===== src/tvb_pkg.sv =====
// Shared types, constants and a lookup function for the target velocity
// and boom angle block. No dependencies.
`default_nettype none

package tvb_pkg;

   localparam int unsigned CORDIC_STEPS = 17;
   localparam int unsigned ROOT_STEPS   = 34;
   localparam int unsigned DIV_STEPS    = 32;

   localparam logic [30:0] MIN_SPEED = 31'd6554;    // 0.1 m/s
   localparam logic [33:0] DEAD_ZONE = 34'd655;     // 0.01 m

   localparam logic [30:0] SPEED_CAP_RST  = 31'd327680;
   localparam logic [30:0] BOOM_REACH_RST = 31'd196608;
   localparam logic [31:0] TIMEOUT_RST    = 32'd500000;

   // csr word index
   localparam logic [1:0] CSR_SPEED_CAP  = 2'd0;
   localparam logic [1:0] CSR_BOOM_REACH = 2'd1;
   localparam logic [1:0] CSR_TIMEOUT    = 2'd2;

   typedef enum logic [3:0] {
      ST_IDLE,
      ST_SQX,
      ST_SQY,
      ST_ADD,
      ST_ROOT,
      ST_PREP,
      ST_MUL,
      ST_LOAD,
      ST_DIV,
      ST_ANGLE,
      ST_WAIT
   } tvb_state_type;

   // arctangent of 2^-i in units of 2^-16 rad
   function automatic logic [15:0] atan_lut(input logic [4:0] idx);
      logic [15:0] val;
      unique case (idx)
         5'd0:    val = 16'd51472;
         5'd1:    val = 16'd30386;
         5'd2:    val = 16'd16055;
         5'd3:    val = 16'd8150;
         5'd4:    val = 16'd4091;
         5'd5:    val = 16'd2047;
         5'd6:    val = 16'd1024;
         5'd7:    val = 16'd512;
         5'd8:    val = 16'd256;
         5'd9:    val = 16'd128;
         5'd10:   val = 16'd64;
         5'd11:   val = 16'd32;
         5'd12:   val = 16'd16;
         5'd13:   val = 16'd8;
         5'd14:   val = 16'd4;
         5'd15:   val = 16'd2;
         5'd16:   val = 16'd1;
         default: val = 16'd0;
      endcase
      return val;
   endfunction

endpackage

`default_nettype wire


===== src/tvb_cordic.sv =====
// Iterative vectoring CORDIC: atan2(y, x) for x >= 0, one micro-rotation
// per cycle, result rounded to Q2.13. Depends on tvb_pkg.
`default_nettype none

module tvb_cordic (
   input  wire logic               clock,
   input  wire logic               reset,
   input  wire logic               start,
   input  wire logic [30:0]        x_in,
   input  wire logic signed [31:0] y_in,
   output logic                    done,
   output logic signed [15:0]      angle
);
   import tvb_pkg::*;

   logic                busy_ff, busy_in;
   logic                done_ff, done_in;
   logic                zero_ff, zero_in;
   logic [4:0]          step_ff, step_in;
   logic signed [34:0]  x_ff, x_in_nx, y_ff, y_in_nx;
   logic signed [19:0]  z_ff, z_in;
   logic signed [15:0]  angle_ff, angle_in;

   logic signed [34:0]  xs, ys;
   logic signed [19:0]  zn, zr;
   logic signed [19:0]  atan_v;

   always_comb begin
      xs     = x_ff >>> step_ff;
      ys     = y_ff >>> step_ff;
      atan_v = signed'({4'd0, atan_lut(step_ff)});
      busy_in  = busy_ff;
      done_in  = 1'b0;
      zero_in  = zero_ff;
      step_in  = step_ff;
      x_in_nx  = x_ff;
      y_in_nx  = y_ff;
      z_in     = z_ff;
      angle_in = angle_ff;
      if (y_ff >= 0) begin
         zn = z_ff + atan_v;
      end else begin
         zn = z_ff - atan_v;
      end
      zr = (zn + 20'sd4) >>> 3;
      if (start) begin
         busy_in = 1'b1;
         step_in = '0;
         x_in_nx = signed'({4'd0, x_in});
         y_in_nx = 35'(y_in);
         z_in    = '0;
         zero_in = (x_in == '0) && (y_in == '0);
      end else if (busy_ff) begin
         if (y_ff >= 0) begin
            x_in_nx = x_ff + ys;
            y_in_nx = y_ff - xs;
         end else begin
            x_in_nx = x_ff - ys;
            y_in_nx = y_ff + xs;
         end
         z_in    = zn;
         step_in = step_ff + 5'd1;
         if (step_ff == 5'(CORDIC_STEPS - 1)) begin
            busy_in  = 1'b0;
            done_in  = 1'b1;
            angle_in = zero_ff ? '0 : zr[15:0];
         end
      end
   end

   always_ff @(posedge clock) begin
      if (reset) begin
         busy_ff <= 1'b0;
         done_ff <= 1'b0;
      end else begin
         busy_ff <= busy_in;
         done_ff <= done_in;
      end
      zero_ff  <= zero_in;
      step_ff  <= step_in;
      x_ff     <= x_in_nx;
      y_ff     <= y_in_nx;
      z_ff     <= z_in;
      angle_ff <= angle_in;
   end

   assign done  = done_ff;
   assign angle = angle_ff;

   a_step_range: assert property (@(posedge clock) disable iff (reset)
      busy_ff |-> step_ff < 5'(CORDIC_STEPS)) else $error("cordic step overrun");
   a_done_ends: assert property (@(posedge clock) disable iff (reset)
      done_ff |-> !busy_ff) else $error("cordic done while busy");
   a_start_busy: assert property (@(posedge clock) disable iff (reset)
      start |=> busy_ff) else $error("cordic did not start");

endmodule

`default_nettype wire


===== config.mk =====
export PLATFORM = sky130hd
export DESIGN_NAME = tvb_cordic
export DESIGN_NICKNAME = d
export VERILOG_FILES = /design/src/tvb_pkg.sv /design/src/tvb_cordic.sv
export SDC_FILE = /design/constraint.sdc
export NUM_CORES = 1
export LEC_CHECK = 0
export ABC_CLOCK_PERIOD_IN_PS = 6700
export BUFFER_PORTS_ARGS = -buffer_cell sky130_fd_sc_hd__buf_2
export CORE_ASPECT_RATIO = 1.75
export CORE_MARGIN = 4
export CORE_UTILIZATION = 30
export CTS_CLUSTER_SIZE = 24
export DETAILED_ROUTE_END_ITERATION = 7
export SYNTH_ARGS = -nofsm -noshare
export SYNTH_HDL_FRONTEND = slang
export SYNTH_SLANG_ARGS = --single-unit
export TNS_END_PERCENT = 100

===== constraint.sdc =====
create_clock -name clock -period 6.7 [get_ports clock]
set_input_delay 0 -clock clock [delete_from_list [all_inputs] [get_ports clock]]
set_output_delay 0 -clock clock [all_outputs]
set_load 0.01 [all_outputs]

==> impl_metrics.env, run 1 <==
export IMPL_ys_ff_latch=129
export IMPL_antenna_found_initial=0
export IMPL_worst_pin_slew_ns=1.21
export IMPL_cts_path_max_buffers=2
export IMPL_regToRegSetupSlack_ns=0.26
export IMPL_grt_pass1_wl_um=99600
export IMPL_setup_violations=0
export IMPL_critPathCapture="y_ff[31]"
export IMPL_cts_sinks=129
export IMPL_reg2reg_depth=22
export IMPL_yosysMostFrequentCell="nand2_1"
export IMPL_ys_seq_area_frac=0.208
export IMPL_cp_slowest_stage_delay_ns=0.59
export IMPL_grt_usage=0.221
export IMPL_overflow=0
export IMPL_fp_coreArea_um2=54300
export IMPL_worstPathMaxFanout=7
export IMPL_postLayoutCoreUtil=0.370
export IMPL_max_freq_ghz=0.155
export IMPL_grt_pass1_vias=16800
export IMPL_ir_worst_vdd_mv=0.210
export IMPL_synth_cell_types=88
export IMPL_cts_root_buf="clkbuf_16"
export IMPL_viasPerCell=5.73
export IMPL_synth_fp_nets=2054
export IMPL_rsz0062_at_grt="false"
export IMPL_clock_skew_ns=0.0155
export IMPL_async_flop_share=0
export IMPL_start_util=0.303
export IMPL_fp_row_count=113
export IMPL_yosys_top_cells_area="edfxtp_1 (15%), mux4_2 (12%), ha_1 (7.5%)"
export IMPL_crit_start="step_ff[1]"
export IMPL_port_buffers=82
export IMPL_required_ns=7.04
export IMPL_crit_top_cell="o21ai_0"
export IMPL_finalPower_w=0.0133
export IMPL_crit_path_cell_trace="clkbuf_4 -> nor2_2 -> mux2i_1 -> o21ai_0 -> mux4_2 -> or3b_1 -> nand3b_4 -> or3_1 -> o21ai_0 -> xnor2_1 -> ha_1 -> inv_1 -> o21ai_0 -> a21o_1 -> a21o_1 -> a21oi_1 -> o21ai_0 -> or4_1 -> a21oi_1 -> o21bai_2 -> or4_1 -> nand3_1"
export IMPL_postRouteWirelength_um=65600
export IMPL_n_antenna_cell=0
export IMPL_avgRoutedWirePerCell_um=23.0
export IMPL_min_path_type="in2reg"
export IMPL_synth_ff_type="edfxtp_1"
export IMPL_synth_largest_area_cell="edfxtp_1"
export IMPL_crit_type="reg2reg"
export IMPL_drv_cap=0
export IMPL_power_leakage_nw=8.02
export IMPL_final_area_um2=20100
export IMPL_crit_slowest_cell="mux4_2"
export IMPL_ant_nets=0
export IMPL_dpl_instance_area_um2=18600
export IMPL_drc_errors=0
export IMPL_drt_iter0_markers=1090
export IMPL_syn_avg_cell_area_um2=8.71
export IMPL_fillers=5542
export IMPL_die_y_um=318
export IMPL_dr_pass1_iters=5
export IMPL_grt_max_degree=71
export IMPL_reg2reg_from="step_ff[1]"
export IMPL_synthTopCellsByCount="nand2_1 (217), nor2_1 (143), o21ai_0 (141)"
export IMPL_endpoint_kind="flip-flop"
export IMPL_cts_tree="yes"
export IMPL_worstSkewPairLatency_ns=0.48
export IMPL_worst_path_stages=22
export IMPL_max_slew_margin_rel=0.186
export IMPL_dr_wl_met3_um=2760
export IMPL_netlist_instances=1887
export IMPL_gp_congestion=1.00
export IMPL_num_vias=16300
export IMPL_synth_edf_count=83
export IMPL_wl_met1_um=23300
export IMPL_die_area_um2=58700
export IMPL_io_pins=83
export IMPL_numCtsBuffers=17
export IMPL_slew_viol_final=0
export IMPL_netlist_area_um2=16400
export IMPL_hold_viol_final=0
export IMPL_drive_above_1_share=0.238
export IMPL_met2_wirelength_um=33900
export IMPL_yosysTopAreaCellShare=0.152
export IMPL_die_w_um=185
export IMPL_status="complete, no violations"
export IMPL_top_layer_used="met4"
export IMPL_path_buf_inv=2
export IMPL_crit_family="simple AND/OR/NAND/NOR gates"
export IMPL_powerDensity_nw_per_um2=664
export IMPL_worstPathArrival_ns=6.77
export IMPL_synth_warning_count=0
export IMPL_dp_hpwl_um=52200
export IMPL_layout_nets=2316
export IMPL_start_kind="flip-flop"
export IMPL_r2r_end="y_ff[31]"
export IMPL_syn_to_final_growth_pct=22.2
export IMPL_timing_final_crit_share=0.961
export IMPL_cts_htree_levels=4
export IMPL_period_minus_slack_ns=6.44
export IMPL_clk_pin_slew_ns=0.08
-- where the power goes --
group / switching [W] / total (W) / internal (W)
combinational: 0.00559 / 0.0105 / 0.00492
sequential: 0.000522 / 0.00186 / 0.00133
clock: 0.000479 / 0.000978 / 0.000498
-- layer usage --
| metal | vias to the layer above | global-route usage |
|---|---|---|
| li1 | 7652 | - |
| met1 | 7982 | 0.228 |
| met2 | 531 | 0.398 |
| met3 | 168 | 0.0315 |
| met4 | 0 | 0.161 |
| met5 | - | 0 |
-- cells in the final DEF (no fill, tap or decap), types with 37 or more instances in the layout --
| cell type | netlist | layout |
|---|---|---|
| ha_1 | 98 | 98 |
| nor3_1 | 45 | 42 |
| edfxtp_1 | 83 | 83 |
| nand2_1 | 217 | 217 |
| a21o_1 | 37 | 37 |
| dfxtp_1 | 46 | 41 |
| nand3_1 | 54 | 53 |
| buf_2 | 15 | 81 |
| a21oi_1 | 133 | 132 |
| xor2_1 | 63 | 63 |
| dlygate4sd3_1 | 0 | 64 |
| xnor2_1 | 93 | 93 |
| inv_1 | 49 | 48 |
| mux4_2 | 90 | 90 |
| mux2_2 | 44 | 44 |
| buf_4 | 4 | 197 |
| o21ai_0 | 141 | 139 |
| mux2i_1 | 75 | 72 |
| nor2_1 | 143 | 142 |
-- per-stage QoR --
step                setup WS, ns  hold slack [ns]  setup TNS [ns]  std cells
floorplan                  0.521           0.0716               0       1887
global placement         -0.0395            0.186         -0.0763       2739
detailed placement        -0.170            0.196          -0.403       2739
CTS                       0.0432           0.0314               0       2839
global route              0.0312           0.0343               0       2852
finish                     0.264           0.0516               0       2852
-- logic make-up after synthesis --
group | Yosys count | synth area share
mux | 213 | 0.206
buf+inv | 163 | 0.0512
xor+xnor | 156 | 0.0831
flops | 129 | 0.208
simple gates | 614 | 0.178
fa+ha+maj | 101 | 0.0783
compound gates | 511 | 0.196
-- layout make-up --
type,instances,area [um^2],area share
clock buffer,17,425,0.0212
inverter,53,200,0.00997
timing repair buffer,353,2720,0.136
multi-input combinational,1595,12300,0.612
sequential,129,3430,0.171
tap,690,863,0.0430
clock inverter,15,161,0.00803
-- how the worst min path moves through the flow --
stage | start | to | slack, ns | depth (start not counted)
2_1_floorplan | reset | done | 0.07 | 1
3_3_place_gp | reset | done | 0.19 | 2
3_5_place_dp | reset | done | 0.20 | 2
4_1_cts | x_in[0] | x_ff[0] | 0.03 | 2
5_1_grt | x_in[0] | x_ff[0] | 0.03 | 2
6_report | x_in[0] | x_ff[0] | 0.05 | 2
-- registers in the layout (all words and copies together) (netlist names) --
signal / cells
step_ff: 5
zero_ff: 1
z_ff: 19
y_ff: 35
busy_ff: 1
atan_v: 16
angle: 16
x_ff: 35
done: 1
-- timing repair --
action / 4_1_cts / 5_1_grt
pin swaps: 1 / 2
endpoints found under the hold margin: 68 / 0
hold buffers: 64 / 0
resized for setup: 0 / 24
setup buffers: 4 / 13
endpoints found under the setup margin: 7 / 13
No activity file was read; power rests on OpenSTA's default activity.
==> inputs of run 2 (changes only) <==
--- a/config.mk
+++ b/config.mk
@@ -12,6 +12,7 @@
 export CORE_UTILIZATION = 30
 export CTS_CLUSTER_SIZE = 24
 export DETAILED_ROUTE_END_ITERATION = 7
+export MAX_ROUTING_LAYER = met4
 export SYNTH_ARGS = -nofsm -noshare
 export SYNTH_HDL_FRONTEND = slang
 export SYNTH_SLANG_ARGS = --single-unit
==> impl_metrics.env, run 2 (synthesized netlist as in run 1, its figures left out) <==
export IMPL_grt_pass1_wl_um=101000
export IMPL_reg_largest_list="x_ff (35), y_ff (35), z_ff (19)"
export IMPL_die_y_um=318
export IMPL_min_path_type="in2reg"
export IMPL_worstSkewPairLatency_ns=0.48
export IMPL_clock_skew_ns=0.0298
export IMPL_ant_nets=0
export IMPL_power_leakage_nw=7.86
export IMPL_whs_ns=0.0796
export IMPL_drt_iter0_markers=1327
export IMPL_max_freq_ghz=0.156
export IMPL_worst_pin_slew_ns=1.17
export IMPL_ir_worst_vdd_mv=0.241
export IMPL_finalSetupTns_ns=0
export IMPL_grt_usage=0.233
export IMPL_num_vias=16500
export IMPL_fillers=5547
export IMPL_dp_hpwl_um=53400
export IMPL_powerDensity_nw_per_um2=661
export IMPL_met3_usage=0.0300
export IMPL_layout_nets=2284
export IMPL_cts_sinks=129
export IMPL_period_minus_slack_ns=6.40
export IMPL_crit_slowest_cell="mux4_2"
export IMPL_status="complete, no violations"
export IMPL_required_ns=7.06
export IMPL_grt_max_degree=67
export IMPL_clk_pin_slew_ns=0.10
export IMPL_dpl_instance_area_um2=18400
export IMPL_drive_above_1_share=0.222
export IMPL_numCtsBuffers=17
export IMPL_reg2reg_from="step_ff[0]"
export IMPL_setup_violations=0
export IMPL_cts_htree_levels=4
export IMPL_final_area_um2=19800
export IMPL_timing_final_crit_share=0.956
export IMPL_die_area_um2=58700
export IMPL_avgRoutedWirePerCell_um=24.1
export IMPL_grt_pass1_vias=16700
export IMPL_start_kind="flip-flop"
export IMPL_endpoint_kind="flip-flop"
export IMPL_crit_type="reg2reg"
export IMPL_port_buffers=82
export IMPL_grt_util_met1=0.233
export IMPL_cts_path_max_buffers=2
export IMPL_layout_common_cells="nand2_1 (217), buf_4 (165), nor2_1 (142)"
export IMPL_crit_start="step_ff[0]"
export IMPL_drv_cap=0
export IMPL_max_slew_margin_rel=0.216
export IMPL_globalRoute_busiestLayer="met2"
export IMPL_worstPathMaxFanout=12
export IMPL_hold_viol_final=0
export IMPL_gp_congestion=1.02
export IMPL_fp_coreArea_um2=54300
export IMPL_cts_root_buf="clkbuf_16"
export IMPL_n_antenna_cell=0
export IMPL_hold_start="x_in[0]"
export IMPL_cts_tree="yes"
export IMPL_die_w_um=185
export IMPL_slew_viol_final=0
export IMPL_drc_errors=0
export IMPL_rsz0062_at_grt="false"
export IMPL_crit_path_cell_trace="buf_4 -> mux4_2 -> mux2i_1 -> buf_4 -> mux4_2 -> nand3_1 -> or3b_2 -> or3_2 -> or3b_2 -> o21ai_0 -> xnor2_1 -> nor2_1 -> ha_1 -> nand2_1 -> nor4_1 -> o21ai_0 -> a31oi_2 -> a311o_1 -> a31oi_1 -> xnor2_1 -> a22o_1"
export IMPL_use_met2=0.406
export IMPL_dr_pass1_iters=5
export IMPL_postRouteWirelength_um=68000
export IMPL_worstPathArrival_ns=6.76
export IMPL_start_util=0.303
export IMPL_overflow=0
export IMPL_antenna_found_initial=0
export IMPL_viasPerCell=5.84
export IMPL_mostFrequentLayoutCell="nand2_1"
export IMPL_cp_slowest_stage_delay_ns=0.57
export IMPL_io_pins=83
export IMPL_fp_row_count=113
export IMPL_syn_to_final_growth_pct=20.5
==> run 2: worst max-delay path: cells and delay by family (launching register included) <==
family / cells / cell delay (ns)
AOI/OAI and AO/OA: 6 / 1.47
xor gates and xnor gates: 2 / 0.28
adders and majority gates: 1 / 0.34
buffers and inverters: 2 / 0.39
DFF: 1 / 0.47
muxes: 3 / 1.14
and+or+nand+nor: 7 / 2.16
==> run 2: what timing repair did <==
item / 4_1_cts / 5_1_grt
hold buffers: 64 / 0
endpoints found under the hold margin: 83 / 0
resized for setup: 1 / 7
setup endpoints to repair: 3 / 10
cloned: 0 / 0
pin swaps: 0 / 1
buffers inserted: 2 / 14
==> run 2: metrics by stage <==
stage                     power [W]  utilization  setup slack [ns]  cells
after global placement       0.0117        0.338           -0.0919   2708
final                        0.0131        0.365             0.296   2820
after global routing         0.0141        0.365            0.0274   2820
after CTS                    0.0129        0.362            0.0742   2806
after floorplan             0.00874            -             0.521   1887
after detailed placement     0.0118        0.338            -0.131   2708
==> run 2: final timing paths <==
path | end | slack (ns) | depth (start not counted)
worst max register to register | x_ff[33] | 0.30 | 21
worst min-delay path | x_ff[0] | 0.08 | 2
worst max-delay path | x_ff[33] | 0.30 | 21
worst min register to register | z_ff[11] | 0.48 | 2
==> run 2: power by group <==
| part | switching [W] | total (W) | internal [W] | leakage [nW] |
|---|---|---|---|---|
| registers | 0.000599 | 0.00193 | 0.00133 | 1.21 |
| clock network | 0.000486 | 0.000985 | 0.000499 | 0.282 |
| logic | 0.00549 | 0.0102 | 0.00468 | 6.37 |
==> run 2: final cells by class <==
cell class / instances / area, um^2 / area share
clock buffers: 17 / 425 / 0.0215
clock inverters: 15 / 159 / 0.00802
inverters: 53 / 200 / 0.0101
multi-input cells: 1595 / 12200 / 0.617
flip-flops and latches: 129 / 3430 / 0.173
well taps: 690 / 863 / 0.0436
repair buffers: 321 / 2510 / 0.127
==> run 2: layer usage <==
metal	up-vias	share of wire
met5	-	0
met4	0	0.092
met3	230	0.054
met2	674	0.51
met1	7979	0.34
li1	7589	-
